File: src/hdl/sha_pkg.sv
// Package with SHA-256 constants, types and round functions.
package sha_pkg;

  localparam int unsigned WordW = 32;

  typedef logic [31:0] word_t;

  // Front-end command passed to the compression back end.
  typedef struct packed {
    logic        is_byte;
    logic [7:0]  data;
    logic        is_end;
  } cmd_t;

  // Initial hash values.
  function automatic word_t iv_word(input logic [2:0] idx);
    word_t r;
    case (idx)
      3'd0: r = 32'h6a09e667;
      3'd1: r = 32'hbb67ae85;
      3'd2: r = 32'h3c6ef372;
      3'd3: r = 32'ha54ff53a;
      3'd4: r = 32'h510e527f;
      3'd5: r = 32'h9b05688c;
      3'd6: r = 32'h1f83d9ab;
      3'd7: r = 32'h5be0cd19;
      default: r = 32'h0;
    endcase
    return r;
  endfunction

  // Round constants.
  function automatic word_t round_k(input logic [5:0] idx);
    word_t r;
    case (idx)
      6'd0: r = 32'h428a2f98;  6'd1: r = 32'h71374491;
      6'd2: r = 32'hb5c0fbcf;  6'd3: r = 32'he9b5dba5;
      6'd4: r = 32'h3956c25b;  6'd5: r = 32'h59f111f1;
      6'd6: r = 32'h923f82a4;  6'd7: r = 32'hab1c5ed5;
      6'd8: r = 32'hd807aa98;  6'd9: r = 32'h12835b01;
      6'd10: r = 32'h243185be; 6'd11: r = 32'h550c7dc3;
      6'd12: r = 32'h72be5d74; 6'd13: r = 32'h80deb1fe;
      6'd14: r = 32'h9bdc06a7; 6'd15: r = 32'hc19bf174;
      6'd16: r = 32'he49b69c1; 6'd17: r = 32'hefbe4786;
      6'd18: r = 32'h0fc19dc6; 6'd19: r = 32'h240ca1cc;
      6'd20: r = 32'h2de92c6f; 6'd21: r = 32'h4a7484aa;
      6'd22: r = 32'h5cb0a9dc; 6'd23: r = 32'h76f988da;
      6'd24: r = 32'h983e5152; 6'd25: r = 32'ha831c66d;
      6'd26: r = 32'hb00327c8; 6'd27: r = 32'hbf597fc7;
      6'd28: r = 32'hc6e00bf3; 6'd29: r = 32'hd5a79147;
      6'd30: r = 32'h06ca6351; 6'd31: r = 32'h14292967;
      6'd32: r = 32'h27b70a85; 6'd33: r = 32'h2e1b2138;
      6'd34: r = 32'h4d2c6dfc; 6'd35: r = 32'h53380d13;
      6'd36: r = 32'h650a7354; 6'd37: r = 32'h766a0abb;
      6'd38: r = 32'h81c2c92e; 6'd39: r = 32'h92722c85;
      6'd40: r = 32'ha2bfe8a1; 6'd41: r = 32'ha81a664b;
      6'd42: r = 32'hc24b8b70; 6'd43: r = 32'hc76c51a3;
      6'd44: r = 32'hd192e819; 6'd45: r = 32'hd6990624;
      6'd46: r = 32'hf40e3585; 6'd47: r = 32'h106aa070;
      6'd48: r = 32'h19a4c116; 6'd49: r = 32'h1e376c08;
      6'd50: r = 32'h2748774c; 6'd51: r = 32'h34b0bcb5;
      6'd52: r = 32'h391c0cb3; 6'd53: r = 32'h4ed8aa4a;
      6'd54: r = 32'h5b9cca4f; 6'd55: r = 32'h682e6ff3;
      6'd56: r = 32'h748f82ee; 6'd57: r = 32'h78a5636f;
      6'd58: r = 32'h84c87814; 6'd59: r = 32'h8cc70208;
      6'd60: r = 32'h90befffa; 6'd61: r = 32'ha4506ceb;
      6'd62: r = 32'hbef9a3f7; 6'd63: r = 32'hc67178f2;
      default: r = 32'h0;
    endcase
    return r;
  endfunction

  function automatic word_t rotr(input word_t x, input int unsigned n);
    return (x >> n) | (x << (32 - n));
  endfunction

endpackage

File: src/hdl/sha_if.sv
// Valid/ready stream interfaces for the input bytes and the digest words.
interface sha_in_if;
  logic       valid;
  logic       ready;
  logic [7:0] data_byte;
  logic       byte_valid;
  logic       end_of_message;
  modport source(output valid, data_byte, byte_valid, end_of_message, input ready);
  modport sink(input valid, data_byte, byte_valid, end_of_message, output ready);
endinterface


File: src/hdl/sha_front.sv
// Front end: accepts input transactions, drops empty ones and queues commands.
module sha_front #(
  parameter int Depth = 4
) (
  input  logic          clk,
  input  logic          rst,
  sha_in_if.sink        in_ch,
  output sha_pkg::cmd_t cmd,
  output logic          cmd_valid,
  input  logic          cmd_take
);
  import sha_pkg::*;

  localparam int AW = (Depth > 1) ? $clog2(Depth) : 1;

  cmd_t          q [Depth];
  logic [AW-1:0] wr_ptr;
  logic [AW-1:0] rd_ptr;
  logic [AW:0]   count;
  logic          push;

  assign in_ch.ready = (count != (AW+1)'(Depth));
  // Transactions with neither a byte nor an end mark change nothing.
  assign push = in_ch.valid && in_ch.ready && (in_ch.byte_valid || in_ch.end_of_message);
  assign cmd_valid = (count != '0);
  assign cmd = q[rd_ptr];

  // Small circular command queue.
  always_ff @(posedge clk) begin
    if (rst) begin
      wr_ptr <= '0;
      rd_ptr <= '0;
      count  <= '0;
    end else begin
      if (push) begin
        wr_ptr <= (wr_ptr == AW'(Depth - 1)) ? '0 : wr_ptr + 1'b1;
      end
      if (cmd_take) begin
        rd_ptr <= (rd_ptr == AW'(Depth - 1)) ? '0 : rd_ptr + 1'b1;
      end
      count <= count + (AW+1)'(push) - (AW+1)'(cmd_take);
    end
  end

  always_ff @(posedge clk) begin
    if (push) begin
      q[wr_ptr] <= '{is_byte: in_ch.byte_valid, data: in_ch.data_byte,
                     is_end: in_ch.end_of_message};
    end
  end
endmodule

File: src/flat_wrapper.sv
// flat-port wrapper written by rule: the top's interface ports become plain ports
module sha_front_flat import sha_pkg::*;
#(
  parameter int Depth = 4
)
  (clk, rst, cmd, cmd_valid, cmd_take, in_ch_valid, in_ch_data_byte, in_ch_byte_valid, in_ch_end_of_message, in_ch_ready);
  sha_in_if in_ch_i ();
  input  logic clk;
  input  logic rst;
  output sha_pkg::cmd_t cmd;
  output logic cmd_valid;
  input  logic cmd_take;
  input wire logic [$bits(in_ch_i.valid)-1:0] in_ch_valid;
  input wire logic [$bits(in_ch_i.data_byte)-1:0] in_ch_data_byte;
  input wire logic [$bits(in_ch_i.byte_valid)-1:0] in_ch_byte_valid;
  input wire logic [$bits(in_ch_i.end_of_message)-1:0] in_ch_end_of_message;
  output wire logic [$bits(in_ch_i.ready)-1:0] in_ch_ready;
  assign in_ch_i.valid = in_ch_valid;
  assign in_ch_i.data_byte = in_ch_data_byte;
  assign in_ch_i.byte_valid = in_ch_byte_valid;
  assign in_ch_i.end_of_message = in_ch_end_of_message;
  assign in_ch_ready = in_ch_i.ready;
  sha_front #(.Depth(Depth)) u_core (.clk(clk), .rst(rst), .in_ch(in_ch_i), .cmd(cmd), .cmd_valid(cmd_valid), .cmd_take(cmd_take));
endmodule
File: config.mk
export PLATFORM = sky130hd
export DESIGN_NAME = sha_front_flat
export DESIGN_NICKNAME = d
export VERILOG_FILES = /design/src/hdl/sha_pkg.sv /design/src/hdl/sha_if.sv /design/src/hdl/sha_front.sv /design/src/flat_wrapper.sv
export SDC_FILE = /design/constraint.sdc
export NUM_CORES = 1
export LEC_CHECK = 0
export BUFFER_PORTS_ARGS = -buffer_cell sky130_fd_sc_hd__clkbuf_2
export CAP_MARGIN = 20
export CORE_MARGIN = 2
export CORE_UTILIZATION = 40
export DETAILED_ROUTE_END_ITERATION = 6
export GPL_TIMING_DRIVEN = 1
export SKIP_CTS_REPAIR_TIMING = 1
export SKIP_LAST_GASP = 1
export SYNTH_ARGS = -nofsm -noshare
export SYNTH_HDL_FRONTEND = slang
export SYNTH_SLANG_ARGS = --single-unit
File: constraint.sdc
create_clock -name clk -period 4.1 [get_ports clk]
set_input_delay 0.615 -clock clk [delete_from_list [all_inputs] [get_ports clk]]
set_output_delay 0.615 -clock clk [all_outputs]
set_load 0.02 [all_outputs]
# Word level (Yosys, flattened, before mapping)
# Memories as Yosys holds them, arrays and structs flattened. A register that Yosys moved wholly into a read port is not among the register bits.
# Cells that the tools add are included.
classes:
  n_addsub: 4
  mul: 0
  n_div: 0
  magnitude_cmp: 0
  eq_ne: 3
  shifts: 0
  mux: 6
  bitwise_logic: 0
  reduce_logical: 4
ops:
  columns: ["op", "n"]
  rows:
  - ["$mux 2", 4]
  - ["$add 2x1->2 const B", 2]
  - ["$eq 2x2->1 const B", 2]
  - ["$add 3x1->3", 1]
  - ["$ne 3x3->1 const B", 1]
  - ["$reduce_bool 3->1", 1]
  - ["$sub 3x1->3", 1]
  - ["$logic_and 1x1->1", 2]
  - ["$mux 1", 2]
  - ["$logic_or 1x1->1", 1]
totals:
  reg_bits: 7
  latch_bits: 0
  ramBits: 40
  romBits: 0
  input_bits: 14
  mem_count: 1
memory_table:
  columns: ["name", "depth", "width", "rd", "rd_clocked_by_memory_dff", "write_ports", "line", "source"]
  rows:
  - ["u_core.q", 4, 10, 1, 1, 1, "sha_front.sv:16", "cmd_t q [Depth];"]

# Depth between registers and ports, before layout
logic_depth:
  depth_word: 5
  depth_mapped: 9
  ltp_nobuf: 9

# Worst setup path before layout
# No wires, ideal clock.
synth_path:
  path_kind: "input -> register"
  from: "input port cmd_take"
  to: "register u_core.count[2]"
  t_arrival_ps: 1858
  required_ps: 4022
  path_slack_ps: 2164
  cell_stages: 8
  n_path_buf: 0
  cell_sequence: "ha_1 > inv_1 > ha_1 > inv_1 > fa_1 > xor2_1 > and2_1 > nor3_1"
synth_via:
  elab_chain_len: 1
synth_lines:
  columns: ["item", "line", "source"]
  rows:
  - ["from (decl)", "flat_wrapper.sv:12", "input logic cmd_take;"]
  - ["$sub 3x1->3", "sha_front.sv:41", "count <= count + (AW+1)'(push) - (AW+1)'(cmd_take);"]
  - ["to (signal assigned)", "sha_front.sv:41", null]
  - ["to (decl)", "sha_front.sv:19", "logic [AW:0] count;"]
# No other way between the ends.
# A chain may end at the register's enable or synchronous reset.

==> flow_summary.ini <==
[clock_tree]
clock_sinks = 49
clock_path_buffers = 2
clk_pin_slew_ps = 100
cts-buffers-inserted = 5
htreeDepth = 2
cts_root_buf = clkbuf_8
clk_latency_ps = 300
cts_tree = built

[setup_path]
crit_required_ps = 3480
criticalPathCategory = flop to primary output
crit_arrival_ps = 1810
cp-end-kind = primary output
cp_max_fo = 10
start_kind = flop

[drt]
drc = 0
wl_per_cell_um = 16.2
first_pass_iters = 4
final_antenna_net_count = 0
wl_mm = 3.03
via_count = 951
via_per_inst = 5.09
drtIter0Drc = 51

[finish]
fin_nets = 154
syn_to_final_growth_pct = 15.0
seq_area_mm2 = 0.00138
drive_above_1_share_pct = 33.1
final_cell_area_mm2 = 0.00220
multi_input_area_um2 = 489
fillers = 397
antennaDiodeCount = 0

[synthesis]
avgSynthCellArea_um2 = 18.6
synth_compound_area_share_pct = 1.83
yosys.area_share.simple_pct = 5.35
synth_top_cell_by_area = edfxtp_1
async_flop_share_pct = 0
yosys.area_share.xor_xnor_pct = 0.457
netlist_top_cells_count = 40 x edfxtp_1, 10 x mux4_2, 9 x dfxtp_1, 7 x ha_1, 7 x inv_1
synth_edf_count = 40
yosysTopAreaCellShare_pct = 62.7
synth_nets = 125
synth_adder_area_share_pct = 5.61
synth_area_leaders = edfxtp_1 63%, mux4_2 12%, dfxtp_1 9.4%
yosysMostFrequentCell = edfxtp_1
ys.flop_type = edfxtp_1
synth_seq_cells = 49
synth_top_family_by_area = multiplexers
synthDistinctLibCells = 24
yosys_warnings = 0
synth_mux_area_share_pct = 12.3
yosysSeqAreaShare_pct = 72.1
syn_inst = 103
synth_area_mm2 = 0.00192

[floorplanning]
dieArea_mm2 = 0.00536
die_width_um = 73.2
initial_core_util_pct = 41.1
io_pins = 26
rows = 25
die_h_um = 73.2
core_mm2 = 0.00466

[pwr]
power_density_mw_per_mm2 = 522
p_leak_nw = 0.807
power.total_w = 0.00115
peakVddDrop_uv = 232

[placed_design]
dp_slack_ps = 1920
globalplace.congestion = 0.727
placed_area_mm2 = 0.00209
dp_hpwl_mm = 2.07
io_buffer_count = 25

[global_routing]
grt.met1_usage_pct = 15.8
antenna_found_initial = 0
use_met3_pct = 4.28
grt_max_degree = 17
overflow = 0
top_usage_layer = met2
track_usage_pct = 12.7
use_met2_pct = 20.6
first_global_vias = 1024
grt_first_pass_wirelength_mm = 4.90

[sta]
layout_min_cycle_time_ps = 2420
max_freq_ghz = 0.412
hold_violations = 0
clock_skew_ps = 16.9
finalSetupTns_ps = 0
timing.final.crit_share_pct = 59.1
finalMaxSlewViolations = 0
finalWorstSetupSlack_ps = 1680
worst_slew_pin_slew_ps = 669
rsz0062_at_grt = false
finalSetupViolCount = 0
slew_headroom_pct = 55.3

[job]
drv_cap = 0

[status]
status = complete, no violations

[min_path]
hold_class = primary input to flop
-- layer usage --
layer | vias to the layer above | part of all wire, %
li1 | 457 | -
met2 | 21 | 50
met4 | 0 | 1.2
met3 | 4 | 4.6
met1 | 469 | 44
met5 | - | 0
-- through the flow --
| stage | hold WS [ps] | util (%) | instances |
|---|---|---|---|
| after CTS | 520 | 47.3 | 187 |
| final | 531 | 47.3 | 187 |
| after floorplan | 487 | - | 103 |
| after global placement | 503 | 44.8 | 179 |
| after global routing | 527 | 47.3 | 187 |
| after detailed placement | 531 | 44.8 | 179 |
-- state kept, by name (all words and copies together) (netlist names), named ones only --
register / cells
u_core.q: 40
u_core.wr_ptr: 2
u_core.rd_ptr: 2
u_core.count: 3
-- cell type report --
type | count | area share [%]
tap | 54 | 3.06
multi-input combinational | 44 | 22.2
sequential | 49 | 62.7
clock inverter | 3 | 2.10
timing repair buffer | 25 | 5.68
clock buffer | 5 | 3.12
inverter | 7 | 1.19
-- placed cells by master, fill, tap and decap left out, drive strengths merged --
cell type / netlist / final
mux4: 10 / 10
nor3: 2 / 2
clkinv: 0 / 1
xor2: 1 / 1
o21ai: 2 / 2
edfxtp: 40 / 40
nand3: 2 / 2
bufinv: 0 / 1
or3: 1 / 1
and2: 1 / 1
a21oi: 2 / 2
ha: 7 / 7
o31ai: 1 / 1
clkinvlp: 0 / 1
nor2b: 1 / 1
fa: 1 / 1
inv: 7 / 7
o21a: 1 / 1
clkbuf: 2 / 30
mux2i: 1 / 1
nor2: 5 / 5
and3: 4 / 4
nor3b: 2 / 2
dfxtp: 9 / 9
-- cell families after synthesis --
logic type	after synthesis
simple gates	18
flops	49
buf+inv	10
fa+ha+maj	8
mux	11
xor+xnor	1
compound gates	6
-- final timing paths --
path                      start          endpoint  slack (ps)  depth (start not counted)
max                        flop            cmd[8]        1680                          2
max reg2reg     u_core.count[0]   u_core.count[2]        2310                          9
min          in_ch_data_byte[4]    u_core.q[0][5]         530                          1
min reg2reg    u_core.wr_ptr[1]  u_core.wr_ptr[1]         530                          2
-- critical path, cell delays in order (launching register included) --
cell and delay (ps):
dfxtp_1 760, mux4_2 580, clkbuf_2 170
-- power by group --
group | leakage, nW | switching [W] | internal [W]
registers | 0.439 | 0.0000299 | 0.000586
logic | 0.314 | 0.000114 | 0.0000824
clock network | 0.0543 | 0.000156 | 0.000182
total | 0.807 | 0.000300 | 0.000850
Note: power is estimated with default switching activity, not from simulation.
